File: src/lsd_pkg.sv
package lsd_pkg;

   // Decoded value width; the result field is always VALUE_W wide.
   localparam int VALUE_BITS = 64;
   localparam int VALUE_W    = 64;
   localparam int COUNT_W    = 8;
   localparam int GROUP_BITS = 7;
   localparam int SHIFT_W    = $clog2(VALUE_BITS + 1);
   localparam int Q_DEPTH    = 4;
   localparam int Q_PTR_W    = $clog2(Q_DEPTH);
   localparam int Q_CNT_W    = $clog2(Q_DEPTH + 1);

   localparam logic [COUNT_W-1:0] COUNT_MAX  = '1;
   localparam logic [6:0]         GROUP_MASK = 7'h7f;
   // Bits of the result above the decoded width, used for sign fill.
   localparam logic [VALUE_W-1:0] HI_FILL    = ~VALUE_W'({VALUE_BITS{1'b1}});

   typedef enum logic [1:0] {
      ST_OK       = 2'd0,
      ST_TRUNC    = 2'd1,
      ST_OVERFLOW = 2'd2
   } status_type;

   // One classified input byte as it travels from front to back.
   typedef struct packed {
      logic [6:0] slice;
      logic       more;
      logic       sgn;
      logic       last;
   } item_type;

endpackage

File: src/lsd_front.sv
module lsd_front
   import lsd_pkg::*;
(
   input  logic       clock,
   input  logic       reset,
   input  logic       in_valid,
   output logic       in_ready,
   input  logic [7:0] in_byte,
   input  logic       in_sgn,
   input  logic       in_last,
   output logic       push,
   input  logic       q_ready,
   output item_type   push_item
);

   logic     stg_valid_ff;
   logic     stg_valid_in;
   item_type stg_item_ff;
   item_type stg_item_in;
   logic     take;

   assign in_ready = !stg_valid_ff || q_ready;
   assign take     = in_valid && in_ready;
   assign push     = stg_valid_ff && q_ready;
   assign push_item = stg_item_ff;

   always_comb begin
      stg_valid_in = take || (stg_valid_ff && !q_ready);
      stg_item_in  = stg_item_ff;
      if (take) begin
         stg_item_in.slice = in_byte[6:0] & GROUP_MASK;
         stg_item_in.more  = in_byte[7];
         stg_item_in.sgn   = in_sgn;
         stg_item_in.last  = in_last;
      end
   end

   always_ff @(posedge clock) begin
      if (reset) begin
         stg_valid_ff <= 1'b0;
      end else begin
         stg_valid_ff <= stg_valid_in;
      end
      stg_item_ff <= stg_item_in;
   end

endmodule

File: src/lsd_queue.sv
module lsd_queue
   import lsd_pkg::*;
(
   input  logic     clock,
   input  logic     reset,
   input  logic     push,
   output logic     push_ready,
   input  item_type push_item,
   input  logic     pop,
   output logic     pop_valid,
   output item_type pop_item
);

   item_type               mem_ff [Q_DEPTH];
   logic [Q_PTR_W-1:0]     wr_ptr_ff, wr_ptr_in;
   logic [Q_PTR_W-1:0]     rd_ptr_ff, rd_ptr_in;
   logic [Q_CNT_W-1:0]     count_ff, count_in;
   logic                   do_push;
   logic                   do_pop;

   assign push_ready = count_ff != Q_CNT_W'(Q_DEPTH);
   assign pop_valid  = count_ff != '0;
   assign pop_item   = mem_ff[rd_ptr_ff];
   assign do_push    = push && push_ready;
   assign do_pop     = pop && pop_valid;

   always_comb begin
      wr_ptr_in = wr_ptr_ff;
      rd_ptr_in = rd_ptr_ff;
      count_in  = count_ff;
      if (do_push) begin
         wr_ptr_in = (wr_ptr_ff == Q_PTR_W'(Q_DEPTH - 1)) ? '0 : wr_ptr_ff + 1'b1;
      end
      if (do_pop) begin
         rd_ptr_in = (rd_ptr_ff == Q_PTR_W'(Q_DEPTH - 1)) ? '0 : rd_ptr_ff + 1'b1;
      end
      if (do_push && !do_pop) begin
         count_in = count_ff + 1'b1;
      end else if (do_pop && !do_push) begin
         count_in = count_ff - 1'b1;
      end
   end

   always_ff @(posedge clock) begin
      if (reset) begin
         wr_ptr_ff <= '0;
         rd_ptr_ff <= '0;
         count_ff  <= '0;
      end else begin
         wr_ptr_ff <= wr_ptr_in;
         rd_ptr_ff <= rd_ptr_in;
         count_ff  <= count_in;
      end
      if (do_push) begin
         mem_ff[wr_ptr_ff] <= push_item;
      end
   end

endmodule

File: src/lsd_back.sv
module lsd_back
   import lsd_pkg::*;
(
   input  logic               clock,
   input  logic               reset,
   input  logic               q_valid,
   input  item_type           q_item,
   output logic               pop,
   output logic               out_valid,
   input  logic               out_ready,
   output logic [VALUE_W-1:0] out_value,
   output logic [COUNT_W-1:0] out_count,
   output status_type         out_status
);

   logic [VALUE_BITS-1:0] acc_ff, acc_in;
   logic [COUNT_W-1:0]    cnt_ff, cnt_in;
   logic [SHIFT_W-1:0]    shift_ff, shift_in;
   logic                  skip_ff, skip_in;
   logic                  out_valid_ff, out_valid_in;
   logic [VALUE_W-1:0]    out_value_ff, out_value_in;
   logic [COUNT_W-1:0]    out_count_ff, out_count_in;
   status_type            out_status_ff, out_status_in;

   logic                  in_range;
   logic [SHIFT_W-1:0]    rem;
   logic [2:0]            rem3;
   logic [2:0]            k;
   logic [6:0]            fill;
   logic [6:0]            hi;
   logic                  ovf;
   logic [VALUE_BITS-1:0] acc_add;
   logic [SHIFT_W:0]      shift_sum;
   logic                  sum_ge;
   logic [VALUE_BITS-1:0] lo_fill;
   logic [VALUE_BITS-1:0] v_low;
   logic [VALUE_W-1:0]    v_full;
   logic [COUNT_W-1:0]    cnt_inc;

   assign pop = q_valid && (!out_valid_ff || out_ready);

   // Overflow check on the group about to be placed at shift_ff.
   always_comb begin
      in_range = shift_ff < SHIFT_W'(VALUE_BITS);
      rem      = SHIFT_W'(VALUE_BITS) - shift_ff;
      rem3     = rem[2:0];
      k        = rem3 - 3'd1;
      fill     = (q_item.sgn && acc_ff[VALUE_BITS-1]) ? GROUP_MASK : 7'h00;
      hi       = q_item.slice >> k;
      if (!in_range) begin
         ovf = q_item.slice != fill;
      end else if (rem >= SHIFT_W'(GROUP_BITS)) begin
         ovf = 1'b0;
      end else if (!q_item.sgn) begin
         ovf = (q_item.slice >> rem3) != 7'h00;
      end else begin
         ovf = (hi != 7'h00) && (hi != (GROUP_MASK >> k));
      end
   end

   // Accumulate and build the sign-extended result.
   always_comb begin
      acc_add   = in_range ? (acc_ff | (VALUE_BITS'(q_item.slice) << shift_ff)) : acc_ff;
      shift_sum = {1'b0, shift_ff} + (SHIFT_W + 1)'(GROUP_BITS);
      sum_ge    = shift_sum >= (SHIFT_W + 1)'(VALUE_BITS);
      lo_fill   = {VALUE_BITS{1'b1}} << shift_sum;
      v_low     = acc_add;
      if (q_item.sgn && !sum_ge && q_item.slice[6]) begin
         v_low = acc_add | lo_fill;
      end
      v_full = VALUE_W'(v_low);
      if (q_item.sgn && sum_ge && acc_add[VALUE_BITS-1]) begin
         v_full = v_full | HI_FILL;
      end
      cnt_inc = (cnt_ff == COUNT_MAX) ? cnt_ff : cnt_ff + 1'b1;
   end

   always_comb begin
      acc_in        = acc_ff;
      cnt_in        = cnt_ff;
      shift_in      = shift_ff;
      skip_in       = skip_ff;
      out_valid_in  = out_valid_ff && !out_ready;
      out_value_in  = out_value_ff;
      out_count_in  = out_count_ff;
      out_status_in = out_status_ff;
      if (pop) begin
         if (skip_ff) begin
            // Drop the tail of an overflowed encoding.
            skip_in = q_item.more && !q_item.last;
         end else if (ovf) begin
            out_valid_in  = 1'b1;
            out_value_in  = '0;
            out_count_in  = cnt_ff;
            out_status_in = ST_OVERFLOW;
            acc_in        = '0;
            cnt_in        = '0;
            shift_in      = '0;
            skip_in       = q_item.more && !q_item.last;
         end else if (q_item.more && q_item.last) begin
            out_valid_in  = 1'b1;
            out_value_in  = '0;
            out_count_in  = cnt_inc;
            out_status_in = ST_TRUNC;
            acc_in        = '0;
            cnt_in        = '0;
            shift_in      = '0;
         end else if (q_item.more) begin
            acc_in   = acc_add;
            cnt_in   = cnt_inc;
            shift_in = sum_ge ? SHIFT_W'(VALUE_BITS) : shift_sum[SHIFT_W-1:0];
         end else begin
            out_valid_in  = 1'b1;
            out_value_in  = v_full;
            out_count_in  = cnt_inc;
            out_status_in = ST_OK;
            acc_in        = '0;
            cnt_in        = '0;
            shift_in      = '0;
         end
      end
   end

   always_ff @(posedge clock) begin
      if (reset) begin
         acc_ff       <= '0;
         cnt_ff       <= '0;
         shift_ff     <= '0;
         skip_ff      <= 1'b0;
         out_valid_ff <= 1'b0;
      end else begin
         acc_ff       <= acc_in;
         cnt_ff       <= cnt_in;
         shift_ff     <= shift_in;
         skip_ff      <= skip_in;
         out_valid_ff <= out_valid_in;
      end
      out_value_ff  <= out_value_in;
      out_count_ff  <= out_count_in;
      out_status_ff <= out_status_in;
   end

   assign out_valid  = out_valid_ff;
   assign out_value  = out_value_ff;
   assign out_count  = out_count_ff;
   assign out_status = out_status_ff;

endmodule

File: src/leb128_stream_decoder.sv
// LEB128 stream decoder, one encoded byte per transaction.
// Input channel req_: tdata carries the byte (bit 7 = more bytes follow),
// tuser[0] selects signed decoding, tlast marks the last byte available.
// Result channel rsp_: tdata carries the value and the byte count, tuser
// the status (ok, truncated, overflow). A result leaves after the byte that
// ends a value, hits the buffer end mid-value, or overflows 64 bits; bytes
// after an overflow up to the end of that encoding are consumed silently.
// Throughput: one byte per cycle while rsp_tready stays high. On its way a
// byte passes the input stage, the 4-entry queue and the decode stage with
// its output register.
// The decode stage works out each accumulator update combinationally,
// which sets the one byte per cycle rate.
// When the receiver stalls, the output register holds its result and the
// queue fills; req_tready drops once the queue and input stage are full.
// Synchronous reset empties the queue, clears the accumulator, the byte
// count and the skip flag, and drops rsp_tvalid.
module leb128_stream_decoder
   import lsd_pkg::*;
(
   input  logic                 clock,
   input  logic                 reset,
   input  logic                 req_tvalid,
   output logic                 req_tready,
   input  logic [7:0]           req_tdata,  // [7:0] data_byte
   input  logic [0:0]           req_tuser,  // [0] signed_mode
   input  logic                 req_tlast,  // buffer_end
   output logic                 rsp_tvalid,
   input  logic                 rsp_tready,
   output logic [VALUE_W+COUNT_W-1:0] rsp_tdata, // [63:0] value, [71:64] byte_count
   output logic [1:0]           rsp_tuser   // [1:0] status
);

   logic               push;
   logic               q_ready;
   item_type           push_item;
   logic               q_valid;
   item_type           q_item;
   logic               pop;
   logic [VALUE_W-1:0] value;
   logic [COUNT_W-1:0] byte_count;
   status_type         status;

   lsd_front u_front (
      .clock     (clock),
      .reset     (reset),
      .in_valid  (req_tvalid),
      .in_ready  (req_tready),
      .in_byte   (req_tdata),
      .in_sgn    (req_tuser[0]),
      .in_last   (req_tlast),
      .push      (push),
      .q_ready   (q_ready),
      .push_item (push_item)
   );

   lsd_queue u_queue (
      .clock      (clock),
      .reset      (reset),
      .push       (push),
      .push_ready (q_ready),
      .push_item  (push_item),
      .pop        (pop),
      .pop_valid  (q_valid),
      .pop_item   (q_item)
   );

   lsd_back u_back (
      .clock      (clock),
      .reset      (reset),
      .q_valid    (q_valid),
      .q_item     (q_item),
      .pop        (pop),
      .out_valid  (rsp_tvalid),
      .out_ready  (rsp_tready),
      .out_value  (value),
      .out_count  (byte_count),
      .out_status (status)
   );

   assign rsp_tdata = {byte_count, value};
   assign rsp_tuser = status;

endmodule

File: config.mk
export PLATFORM = sky130hd
export DESIGN_NAME = leb128_stream_decoder
export DESIGN_NICKNAME = d
export VERILOG_FILES = /design/src/lsd_pkg.sv /design/src/lsd_front.sv /design/src/lsd_queue.sv /design/src/lsd_back.sv /design/src/leb128_stream_decoder.sv
export SDC_FILE = /design/constraint.sdc
export NUM_CORES = 1
export LEC_CHECK = 0
export BUFFER_PORTS_ARGS = -buffer_cell sky130_fd_sc_hd__buf_2
export CAP_MARGIN = 0
export CORE_ASPECT_RATIO = 2
export CORE_UTILIZATION = 50
export DETAILED_ROUTE_END_ITERATION = 16
export PLACE_DENSITY = 0.8
export SLEW_MARGIN = 10
export SYNTH_ARGS = -nofsm -noshare
export SYNTH_HDL_FRONTEND = slang
export SYNTH_SLANG_ARGS = --single-unit
File: constraint.sdc
create_clock -name clock -period 6.35 [get_ports clock]
set_input_delay 0.9525 -clock clock [delete_from_list [all_inputs] [get_ports clock]]
set_output_delay 0.9525 -clock clock [all_outputs]
set_load 0.005 [all_outputs]
* After elaboration in Yosys (flattened, before gate mapping)
Memories as Yosys holds them, arrays and structs flattened. A register that Yosys moved wholly into a read port is not among the register bits.
Cells that the tools add are included.
W data, S select, Z words.
** Cells by class
- Add/sub/neg operators :: 8
- Magnitude comparators :: 3
- Equality and inequality tests :: 7
- Shift-type cells :: 5
- Muxes and demuxes :: 38
- Bitwise operators :: 3
- Reductions and logical operators :: 33
** Operator list (number)
- $mux W64 :: 6
- $or A64 B64 Y64 :: 2
- $shl A64 B8 Y64 const A :: 1
- $shl A7 B7 Y64 :: 1
- $mux W8 :: 7
- $mux W7 :: 5
- $logic_and A1 B1 Y1 :: 15
- $ne A7 B7 Y1 :: 2
- $reduce_bool A7 Y1 :: 2
- $shr A7 B3 Y7 :: 2
- $mux W1 :: 12
- $mux W2 :: 6
- $add A7 B3 Y8 const B :: 1
- $add A8 B1 Y8 const B :: 1
- $eq A8 B8 Y1 const B :: 1
- $ge A8 B7 Y1 const B :: 1
- $logic_not A1 Y1 :: 8
- $ge A7 B3 Y1 const B :: 1
- $lt A7 B7 Y1 const B :: 1
- $shr A7 B3 Y7 const A :: 1
- $sub A7 B7 Y7 const A :: 1
- $mux W3 :: 2
- $ne A3 B3 Y1 const B :: 2
- $sub A3 B1 Y3 const B :: 2
- other kinds (10) :: 14
** Word-level totals
- Flip-flop bits (word level) :: 173
- Bits in writable memories :: 40
- Input bits :: 14
- Memories :: 1
** Memories
- u_queue.mem_ff :: depth 4, bits a word 10, rd ports 1, clocked after Yosys merged registers in 1, write ports 1, RTL line lsd_queue.sv:14 : item_type mem_ff [Q_DEPTH];

* Logic depth before layout (Yosys ltp)
Gate-level depths: netlist of run 1.
- Depth in word-level cells :: 11
- Mapped depth :: 20

* Hierarchy
From an unflattened synthesis of run 1, not the netlist that was laid out.
** Unflattened totals
- Cells, all modules :: 983
- Area total of the unflattened synthesis :: 10119.7 um^2
** By module, submodules not included
- lsd_back :: times used 1, cells each 867, area an instance 7837.5 um^2, sequential area each 3843.7 um^2
- lsd_queue :: times used 1, cells each 100, area an instance 1919.3 um^2, sequential area each 1381.3 um^2
- lsd_front :: times used 1, cells each 16, area an instance 362.8 um^2, sequential area each 320.3 um^2

* Worst setup path after synthesis of run 1
Ideal clock, no wire load.
- Path kind :: flip-flop to flip-flop
- From :: reg u_back.shift_ff[0]
- To :: reg u_back.out_count_ff[0] (netlist: u_back.out_count[0]), enable pin
- Data arrival time :: 4.643 ns
- Data required time :: 5.948 ns
- Path slack :: 1.305 ns
- Cell stages (with the launch flop) :: 19
- Buffers on the path :: 6
- Period minus slack after synthesis :: 5.045 ns
- Cell sequence :: dfxtp_1 clkbuf_1 inv_1 clkbuf_1 ha_1 ha_1 clkbuf_1 inv_1 clkbuf_1 ha_1 clkbuf_1 a221o_1 a211o_1 o211ai_1 o311a_1 o41a_1 o31ai_2 inv_2 buf_2
** Between the ends
- Word-level cells in the longest chain between the ends :: 10
** RTL lines
- start, declared :: RTL line lsd_back.sv:18 : logic [SHIFT_W-1:0] shift_ff, shift_in;
- start signal, assigned :: RTL line lsd_back.sv:134 : shift_ff <= shift_in;
- $sub A7 B7 Y7 :: RTL line lsd_back.sv:45 : rem = SHIFT_W'(VALUE_BITS) - shift_ff;
- $sub A3 B1 Y3 :: RTL line lsd_back.sv:47 : k = rem3 - 3'd1;
- $shr A7 B3 Y7, on equally long branches :: RTL line lsd_back.sv:49, lsd_back.sv:57
- $ne A7 B7 Y1 or $reduce_bool A7 Y1 (tied branches) :: RTL line lsd_back.sv:57 : ovf = (hi != 7'h00) && (hi != (GROUP_MASK >> k));
- $logic_and A1 B1 Y1 :: RTL line lsd_back.sv:57
- $mux W1 :: RTL line lsd_back.sv:54 : end else if (!q_item.sgn) begin
- $mux W1 :: RTL line lsd_back.sv:52 : end else if (rem >= SHIFT_W'(GROUP_BITS)) begin
- $mux W1 * :: RTL line lsd_back.sv:50 : if (!in_range) begin
- $ne A3 B3 Y1 (no line) *
- $reduce_and A3 Y1 (no line) *
- end signal, assigned :: RTL line lsd_back.sv:139 : out_count_ff <= out_count_in;
- end, declared :: RTL line lsd_back.sv:22 : logic [COUNT_W-1:0] out_count_ff, out_count_in;
Mark *: on every way between the ends. The rest lies on a longest branch, timed or not.
A chain may end at the register's enable or synchronous reset.

* Worst setup path after layout of run 1
- From :: reg u_back.shift_ff[1]
- To :: reg u_back.acc_ff[60]
** Between the ends
- Word-level cells in the longest chain between the ends :: 9
** RTL lines
- $sub A7 B7 Y7 :: RTL line lsd_back.sv:45
- $sub A3 B1 Y3 :: RTL line lsd_back.sv:47
- $shr A7 B3 Y7, on equally long branches :: RTL line lsd_back.sv:49, lsd_back.sv:57
- $ne A7 B7 Y1 or $reduce_bool A7 Y1 (tied branches) :: RTL line lsd_back.sv:57
- $logic_and A1 B1 Y1 :: RTL line lsd_back.sv:57
- $mux W1 :: RTL line lsd_back.sv:54
- $mux W1 :: RTL line lsd_back.sv:52
- $mux W1 :: RTL line lsd_back.sv:50
- $mux W64 * :: RTL line lsd_back.sv:91 : end else if (ovf) begin
- end signal, assigned :: RTL line lsd_back.sv:132 : acc_ff <= acc_in;
- end, declared :: RTL line lsd_back.sv:16 : logic [VALUE_BITS-1:0] acc_ff, acc_in;
Marks and branches as above.

==> results of run 1 <==
[cells in the final DEF, fill, tap and decap left out, types with 8 or more instances in the layout]
master,count
a211oi_1,16
buf_4,22
edfxtp_1,124
inv_1,16
mux2_2,8
nand4_1,11
nand3_1,21
nor2_1,124
o21ai_0,20
mux2i_1,14
nand2_1,75
clkbuf_16,21
ha_1,13
mux4_2,15
and2_1,11
a221oi_1,28
a21oi_1,116
nor2b_1,9
o22ai_1,10
nor3_1,48
nor4_2,8
a2111oi_0,11
nand2b_1,11
dfxtp_1,91
xnor2_1,10
buf_2,88
a31oi_1,18
nor3_2,30
[worst max-delay path: stages (launching register included)]
cell	delay [ns]
dfxtp_1	0.68
inv_2	0.21
ha_1	0.31
ha_1	0.48
inv_1	0.26
ha_1	0.53
a311o_1	0.38
a221oi_1	0.26
a211oi_2	0.10
xnor2_1	0.20
o41a_1	0.47
o31ai_2	0.34
inv_4	0.26
buf_12	0.27
nor4_2	0.28
[cells by family after synthesis]
group / count (synthesis)
AO/OA/AOI/OAI: 270
XOR/XNOR: 17
adder cells (fa/ha/maj): 14
buffers and inverters: 96
flip-flops: 215
multiplexers: 40
AND/OR/NAND/NOR: 377
[layer usage]
metal | track usage, % | share of wire, %
met3 | 3.18 | 5.1
met1 | 27.1 | 33
met5 | 0 | 0
met2 | 50.3 | 53
met4 | 21.5 | 8.8
[power breakdown]
| part | internal, mW | switching [mW] |
|---|---|---|
| Clock | 0.688 | 0.517 |
| Sequential | 1.96 | 0.129 |
| Combinational | 0.996 | 2.04 |
| Total | 3.65 | 2.69 |
[state kept, by name, summed over array words and instances, names as in the netlist, 2 cells and up, named ones only]
name / count
u_queue.count_ff: 3
u_back.out_status: 2
u_front.push_item: 10
u_queue.mem_ff: 40
u_queue.wr_ptr_ff: 2
u_queue.rd_ptr_ff: 2
u_back.out_count: 8
u_back.out_value: 64
u_back.cnt_ff: 8
u_back.acc_ff: 64
u_back.shift_ff: 7
[path summary, 6_finish.rpt]
| kind | endpoint | slack [ns] | depth (start not counted) |
|---|---|---|---|
| setup / recovery | u_back.acc_ff[60]$_SDFFE_PP0P_ | 1.16 | 14 |
| hold / removal | u_back.acc_ff[49]$_SDFFE_PP0P_ | 0.49 | 2 |
| setup reg to reg | u_back.acc_ff[60]$_SDFFE_PP0P_ | 1.16 | 14 |
| hold reg to reg | u_back.acc_ff[49]$_SDFFE_PP0P_ | 0.49 | 2 |
[synth_stat cells (7+ instances only)]
library cell	count
o22ai_1	10
buf_1	9
and2_1	11
mux4_2	15
mux2i_1	14
nor2b_1	9
buf_2	11
inv_1	16
a21oi_1	116
nor2_1	125
nand2b_1	11
a31oi_1	18
nor3_2	30
xor2_1	7
nor4_2	8
nand4_1	11
xnor2_1	10
clkbuf_1	47
o21ai_0	20
nand2_1	75
a221oi_1	28
nand3_1	22
mux2_2	8
a211oi_1	16
nor3_1	48
edfxtp_1	124
ha_1	13
dfxtp_1	91
a2111oi_0	11
[per-stage QoR]
stage / hold WS [ns] / setup WS, ns / instances / instance area, sq um
3_3_place_gp: 0.462 / 1.42 / 1332 / 11300
6_report: 0.492 / 1.16 / 1368 / 11900
4_1_cts: 0.493 / 1.21 / 1368 / 11900
5_1_grt: 0.513 / 0.882 / 1368 / 11900
3_5_place_dp: 0.477 / 1.25 / 1332 / 11300
2_1_floorplan: 0.459 / 1.31 / 1029 / 10700
[area by class of cell]
type                            instances  area share (%)
Tap cell                              269            2.82
Inverter                               19           0.619
Clock buffer                           24            4.50
Sequential cell                       215            46.5
Timing Repair Buffer                  111            5.24
Multi-Input combinational cell        718            39.4
Clock inverter                         12           0.996
==> metrics.md, run 1 <==
| Metric | Value |
|---|---|
| Status | `complete, no violations` |
| Crit path kind | `flip-flop to flip-flop` |
| Wirelength, routed | `29500 um` |
| Final Hold Viols | `0` |
| Post-DP HPWL | `around 21000 um` |
| Clock Tree Buf Depth | `3` |
| Synth area leader | `edfxtp_1` |
| CTS sink cnt | `between 200 and 250` |
| CP endpoint kind | `flip-flop` |
| Post-Syn Area | `10700 sq um` |
| Fmax | `between 150 and 200 MHz` |
| Layout cells sized above 1 | `19.8%` |
| Number of warnings issued by yosys | `0` |
| Peak VDD IR | `roughly 0.29 mV` |
| Worst setup SP type | `flip-flop` |
| Syn_area_per_cell | `10.4 sq um` |
| Vias in the first global route | `8388` |
| Gpl congestion | `between 1 and 1.5` |
| Post-synth ARST share | `0%` |
| Synth Flop Type | `edfxtp_1` |
| P per Cell Area | `531 nW/um^2` |
| Period utilization | `81.7%` |
| Final TNS setup | `0 ns` |
| Synth Area in Compound Gates | `16.7%` |
| Slew HR | `around 22%` |
| CP max FO | `between 50 and 60` |
| Post-Synth Adder-Cell Area | `1.71%` |
| Synthesis-to-finish area growth | `11.9%` |
| Top cells by area, synth | `edfxtp_1 (35%), dfxtp_1 (17%), a21oi_1 (5.4%), nor2_1 (4.4%), mux4_2 (3.2%)` |
| Synth top area share | `34.9%` |
| Congestion Overflow GR | `0` |
| Crit path time final | `5.19 ns` |
| Maxcap violations | `0` |
| Final setup fails | `0` |
| XOR/XNOR Fraction of Synth Area | `1.40%` |
| Crit path arrival time | `around 5.6 ns` |
| Post_cts resized | `0` |
| Count of pins over their slew limit | `0` |
| Hold crit path type | `flip-flop to flip-flop` |
| Clock Skew | `0.0156 ns` |
| Final Util | `57.0%` |
| Multi-input gate area | `4700 sq um` |
| Die H | `209 um` |
| Diode count | `0` |
| Syn Nets | `1057` |
| Hold-fix buffers, CTS | `0` |
| CTS tree | `yes` |
| Worst-Margin Slew | `~1.2 ns` |
| DRT antenna net count | `0` |
| Register area share after synthesis | `52.0%` |
| Largest net degree at the start of global routing | `65` |
| Critical path data required time | `between 6 and 7 ns` |
| Clock root cell | `clkbuf_16` |
| Pleak | `4.19 nW` |
| Routed length per placed instance | `around 22 um` |
| Clock buffer count from CTS | `20` |
| Starting DRT DRC Count | `a little over 700` |
| Largest family of logic cells by synthesized area | `simple AND/OR/NAND/NOR gates` |
| Die Area | `approximately 22000 sq um` |
| Post-synth cell types | `79` |
| Initial antenna violation count | `0` |
| Horiz. Die Dim | `105 um` |
| Vias per Instance | `6.30` |
| Storage element area | `5550 sq um` |
| Initial Util | `51.0%` |
| Worst setup path startpoint | `u_back.shift_ff[1]$_SDFFE_PP0P_` |
| Global Route Usage Sum | `27.3%` |
| Pwr Total | `roughly 6.3 mW` |
| Vias | `8612` |
| Io pins | `90` |
| Clock Pin Slew Worst Setup and Hold Paths | `around 0.07 ns` |
| Mux contribution to synthesized area | `between 5 and 6%` |
| Port Buffers | `89` |
| Post-Syn Instances | `1029` |
| Post-CTS Setup Inserts | `0` |
| CTS H-tree lvls | `1` |
| Core region area | `approximately 21000 sq um` |
| Final net count | `roughly 1100` |
| Worst-Skew Late Latency | `~0.5 ns` |
| Residual DRC | `0` |
| Hold Startpoint | `u_back.acc_ff[49]$_SDFFE_PP0P_` |
| Post-synth EDFFs | `124` |
| Simple-gate share of the synthesized area | `18.4%` |
| Reg-to-Reg Start | `u_back.shift_ff[1]$_SDFFE_PP0P_` |
| RSZ-0062 raised after global routing | `false` |
| Cell Rows | `75` |
| #FFs+latches synth | `215` |
| Fillers | `between 1500 and 2000` |
| First-pass GRT wire length | `45900 um` |
| Drt first pass iters | `6` |
Note: power is estimated with default switching activity, not from simulation.
==> inputs of run 2 (changes only) <==
clock period = 5 ns   (was 6.35 ns; I/O delays follow)
==> metrics.md, run 2 (synthesis gave the netlist of run 1 again) <==
| Metric | Value |
|---|---|
| Status | `complete, no violations` |
| Pint | `4.61 mW` |
| Crit path time final | `4.18 ns` |
| Final setup fails | `0` |
| Multi-input gate area | `4690 sq um` |
| Cell Rows | `75` |
| CTS sink cnt | `215` |
| Maxcap violations | `0` |
| P per Cell Area | `between 600 and 700 nW/um^2` |
| Wirelength, routed | `approximately 30000 um` |
| Congestion Overflow GR | `0` |
| Hold-fix buffers, CTS | `0` |
| Switching power | `3.44 mW` |
| Crit path arrival time | `between 4 and 5 ns` |
| CP endpoint kind | `flip-flop` |
| Peak VDD IR | `0.619 mV` |
| Routed length per placed instance | `21.7 um` |
| Io pins | `90` |
| Largest net degree at the start of global routing | `141` |
| First-pass GRT wire length | `between 40000 and 50000 um` |
| Final Hold Viols | `0` |
| Worst-Skew Late Latency | `just over 0.5 ns` |
| Post-CTS Setup Inserts | `0` |
| Critical path data required time | `5.42 ns` |
| CTS H-tree lvls | `1` |
| Horiz. Die Dim | `105 um` |
| Post_cts resized | `0` |
| Worst setup path startpoint | `u_back.shift_ff[1]$_SDFFE_PP0P_` |
| Period utilization | `a little over four fifths` |
| Clock Skew | `0.0208 ns` |
| Vias per Instance | `6.33` |
| Slew HR | `13.4%` |
| CP max FO | `140` |
| Clock root cell | `clkbuf_16` |
| Initial Util | `51.0%` |
| Storage element area | `5550 sq um` |
| Hold crit path type | `input pin to flip-flop` |
| Die Area | `roughly 22000 sq um` |
| Post-DP HPWL | `21000 um` |
| Starting DRT DRC Count | `roughly 720` |
| Core region area | `20900 sq um` |
| Port Buffers | `a little under 90` |
| RSZ-0062 raised after global routing | `false` |
| Reg2Reg Depth | `15` |
| Register share of total power | `32.7%` |
| Hold Startpoint | `req_tdata[4]` |
| Count of pins over their slew limit | `0` |
| Die H | `209 um` |
| Worst-Margin Slew | `1.29 ns` |
| Vias in the first global route | `8571` |
| Vias | `8710` |
| Worst hold slack | `0.404 ns` |
| Most common cell after layout, fill and taps aside | `nor2_1` |
| Global Route Usage Sum | `27.9%` |
| Final TNS setup | `0 ns` |
| Fmax | `239 MHz` |
| Reg-to-Reg Start | `u_back.shift_ff[1]$_SDFFE_PP0P_` |
| Clock buffer count from CTS | `19` |
| Residual DRC | `0` |
| Fillers | `~1800` |
| Clock Tree Buf Depth | `3` |
| CTS tree | `yes` |
| Layout cells sized above 1 | `20.3%` |
| WHS Path Cells | `1` |
| DRT antenna net count | `0` |
| Drt first pass iters | `7` |
| Clock Pin Slew Worst Setup and Hold Paths | `0.08 ns` |
| Crit path kind | `flip-flop to flip-flop` |
| Switching share of power | `42.7%` |
| Worst setup SP type | `flip-flop` |
| Final net count | `1124` |
| Clock power frac | `17.8%` |
| Comb power frac | `approximately half` |
| Synthesis-to-finish area growth | `12.0%` |
| Initial antenna violation count | `0` |
| Most frequent cells in the layout | `nor2_1 (125), edfxtp_1 (124), a21oi_1 (116), dfxtp_1 (91), buf_2 (88)` |
| Pleak | `4.23 nW` |
| Diode count | `0` |
| Gpl congestion | `slightly below 1` |
| Pwr Total | `8.06 mW` |
## run 2: final cells by class
cell class | instances | area share [%]
inverter | 19 | 0.618
sequential | 215 | 46.4
clock inverter | 5 | 0.471
clock buffer | 28 | 4.43
tap | 269 | 2.82
multi-input combinational | 718 | 39.3
timing repair buffer | 123 | 5.99
## run 2: worst max-delay path, stage by stage (launching register included)
cell	delay, ns
dfxtp_1	0.34
inv_2	0.10
ha_1	0.27
ha_1	0.32
inv_1	0.06
ha_1	0.32
buf_4	0.19
a221o_1	0.30
a211o_1	0.26
o21ai_0	0.16
o21ai_0	0.18
o41a_1	0.42
o31ai_2	0.36
inv_4	0.05
buf_12	0.27
nor4_2	0.34
## run 2: path summary, 6_finish.rpt
path	endpoint	slack, ns
hold reg to reg	u_queue.mem_ff[1][3]$_DFFE_PP_	0.49
setup reg to reg	u_back.acc_ff[35]$_SDFFE_PP0P_	0.82
hold / removal	u_front.push_item[7]$_DFFE_PP_	0.40
setup / recovery	u_back.acc_ff[35]$_SDFFE_PP0P_	0.82
## run 2: per-stage QoR
step / setup WS [ns] / cells / util (%) / area, sq um
3_3_place_gp: 0.990 / 1344 / 54.3 / 11400
3_5_place_dp: 0.881 / 1344 / 54.3 / 11400
5_1_grt: 0.601 / 1377 / 57.1 / 12000
4_1_cts: 0.848 / 1377 / 57.1 / 12000
2_1_floorplan: 0.336 / 1029 / - / 10700
6_report: 0.821 / 1377 / 57.1 / 12000
## run 2: power groups by stage
stage	clock network (mW)	registers, mW	logic, mW
floorplan	0	2.70	2.52
global placement	0	2.66	3.85
detailed placement	0	2.68	3.87
CTS	1.45	2.64	3.89
global route	1.52	2.67	4.30
finish	1.44	2.64	3.98
## run 2: per-layer routing
layer / GRT usage, % / part of all wire (%) / up-vias
met5: 0 / 0 / -
met3: 4.24 / 6.1 / 133
li1: - / - / 4000
met2: 50.8 / 54 / 418
met1: 28.6 / 33 / 4159
met4: 19.6 / 7.4 / 0
==> inputs of run 3 (changes only) <==
clock period = 3.9 ns   (was 5 ns; I/O delays follow)
==> metrics.md, run 3 (synthesis gave the netlist of run 1 again) <==
| Metric | Value |
|---|---|
| Status | `complete, no violations` |
| Final Hold Viols | `0` |
| Worst path most repeated cell | `buf_4` |
| Worst path max stage delay | `0.53 ns` |
| Post-DP HPWL | `22700 um` |
| CP max FO | `39` |
| Vias | `8807` |
| Worst-Margin Slew | `around 1.2 ns` |
| CTS H-tree lvls | `1` |
| Post-CTS Setup Inserts | `0` |
| Clock Skew | `around 0.022 ns` |
| Die Area | `between 20000 and 25000 sq um` |
| Worst setup SP type | `flip-flop` |
| Period utilization | `94.2%` |
| Vias per Instance | `roughly 6.3` |
| Worst path slowest cell | `mux4_2` |
| CTS sink cnt | `215` |
| Pleak | `4.41 nW` |
| Gpl congestion | `0.980` |
| Congestion Overflow GR | `0` |
| Clock buffer count from CTS | `20` |
| Final net count | `1151` |
| Synthesis-to-finish area growth | `15.4%` |
| Drt first pass iters | `8` |
| Residual DRC | `0` |
| Placed Instances | `1370` |
| P per Cell Area | `between 800 and 900 nW/um^2` |
| Maxcap violations | `0` |
| Initial Util | `51.0%` |
| Cell Rows | `75` |
| Hold crit path type | `input pin to flip-flop` |
| Post_cts resized | `0` |
| Clock Tree Buf Depth | `3` |
| Port Buffers | `between 80 and 90` |
| Largest net degree at the start of global routing | `60` |
| Initial antenna violation count | `0` |
| Diode count | `0` |
| Pwr Total | `10.8 mW` |
| Io pins | `90` |
| Most common cell after layout, fill and taps aside | `nor2_1` |
| Wirelength, routed | `30800 um` |
| Layout cells sized above 1 | `22.8%` |
| Horiz. Die Dim | `105 um` |
| Fmax | `272 MHz` |
| Vias in the first global route | `8846` |
| Worst-Skew Late Latency | `between 0.5 and 0.6 ns` |
| Final setup fails | `0` |
| Slew HR | `22.5%` |
| Clock Pin Slew Worst Setup and Hold Paths | `0.07 ns` |
| Peak VDD IR | `0.485 mV` |
| Hold-fix buffers, CTS | `0` |
| Core region area | `20900 sq um` |
| Most frequent cells in the layout | `nor2_1 (125), edfxtp_1 (124), a21oi_1 (116), dfxtp_1 (90), buf_2 (88)` |
| Final Util | `58.8%` |
| DRT antenna net count | `0` |
| Routed length per placed instance | `21.9 um` |
| Crit path arrival time | `around 3.9 ns` |
| Clock root cell | `clkbuf_16` |
| Critical path data required time | `4.12 ns` |
| CP endpoint kind | `flip-flop` |
| Crit path kind | `flip-flop to flip-flop` |
| First-pass GRT wire length | `between 40000 and 50000 um` |
| Count of pins over their slew limit | `0` |
| Layout Cells excl Fill | `1406` |
| Final TNS setup | `0 ns` |
| Crit path buf inv count | `4` |
| Crit path time final | `3.67 ns` |
| Final worst slack | `0.225 ns` |
| Starting DRT DRC Count | `between 500 and 600` |
| Die H | `209 um` |
| Global Route Usage Sum | `28.6%` |
| Top delay family on crit path | `multiplexers` |
| Fillers | `1777` |
| DP Worst Slack | `0.187 ns` |
| CTS tree | `yes` |
| RSZ-0062 raised after global routing | `false` |
| Cells along the critical path | `inv_2, ha_4, mux4_2, mux2_2, nor3_1, a211oi_2, xnor2_1, o41a_1, o31ai_2, buf_4, inv_6, buf_4` |
[run 3: cell type report]
type                    count  area (sq um)  share of cell area [%]
clock buffers              26           544                    4.42
clock inverters            10           113                   0.914
inverters                  19          76.3                   0.620
multi-input cells         718          4740                    38.5
flip-flops and latches    215          5550                    45.0
well taps                 269           337                    2.73
repair buffers            149           961                    7.80
[run 3: routing by layer]
layer  up-vias  share of wire, %  GRT usage [%]
met3       164               5.0           3.99
li1       4052                 -              -
met5         -                 0              0
met4         0               9.6           25.8
met1      4217                32           27.5
met2       374                53           51.9
[run 3: path summary, 6_finish.rpt]
kind,start,to,slack (ns),cells after the start
worst max-delay path,u_back.shift_ff[1]$_SDFFE_PP0P_,u_back.out_value[37]$_SDFFCE_PP0P_,0.23,12
worst min-delay path,req_tdata[3],u_front.push_item[6]$_DFFE_PP_,0.24,1
worst max register to register,u_back.shift_ff[1]$_SDFFE_PP0P_,u_back.out_value[37]$_SDFFCE_PP0P_,0.23,12
worst min register to register,u_front.push_item[8]$_DFFE_PP_,u_queue.mem_ff[0][8]$_DFFE_PP_,0.50,0
[run 3: power breakdown]
part | switching, mW | total, mW | internal, mW
sequential | 0.178 | 3.37 | 3.20
combinational | 3.50 | 5.42 | 1.91
clock | 0.860 | 1.99 | 1.13
[run 3: worst reg2reg max path, delay by kind of cell, from the launching register on]
family	cells	cell delay, ns
mux	2	0.85
fa+ha+maj	1	0.40
flops	1	0.34
xor+xnor	1	0.29
buf+inv	4	0.86
compound gates	3	0.44
simple gates	1	0.18
[run 3: metrics by stage]
| step | hold WS, ns | cell area [sq um] |
|---|---|---|
| final | 0.239 | 12300 |
| after global routing | 0.228 | 12300 |
| after CTS | 0.224 | 12300 |
| after detailed placement | 0.484 | 11600 |
| after global placement | 0.467 | 11600 |
| after floorplan | 0.459 | 10800 |
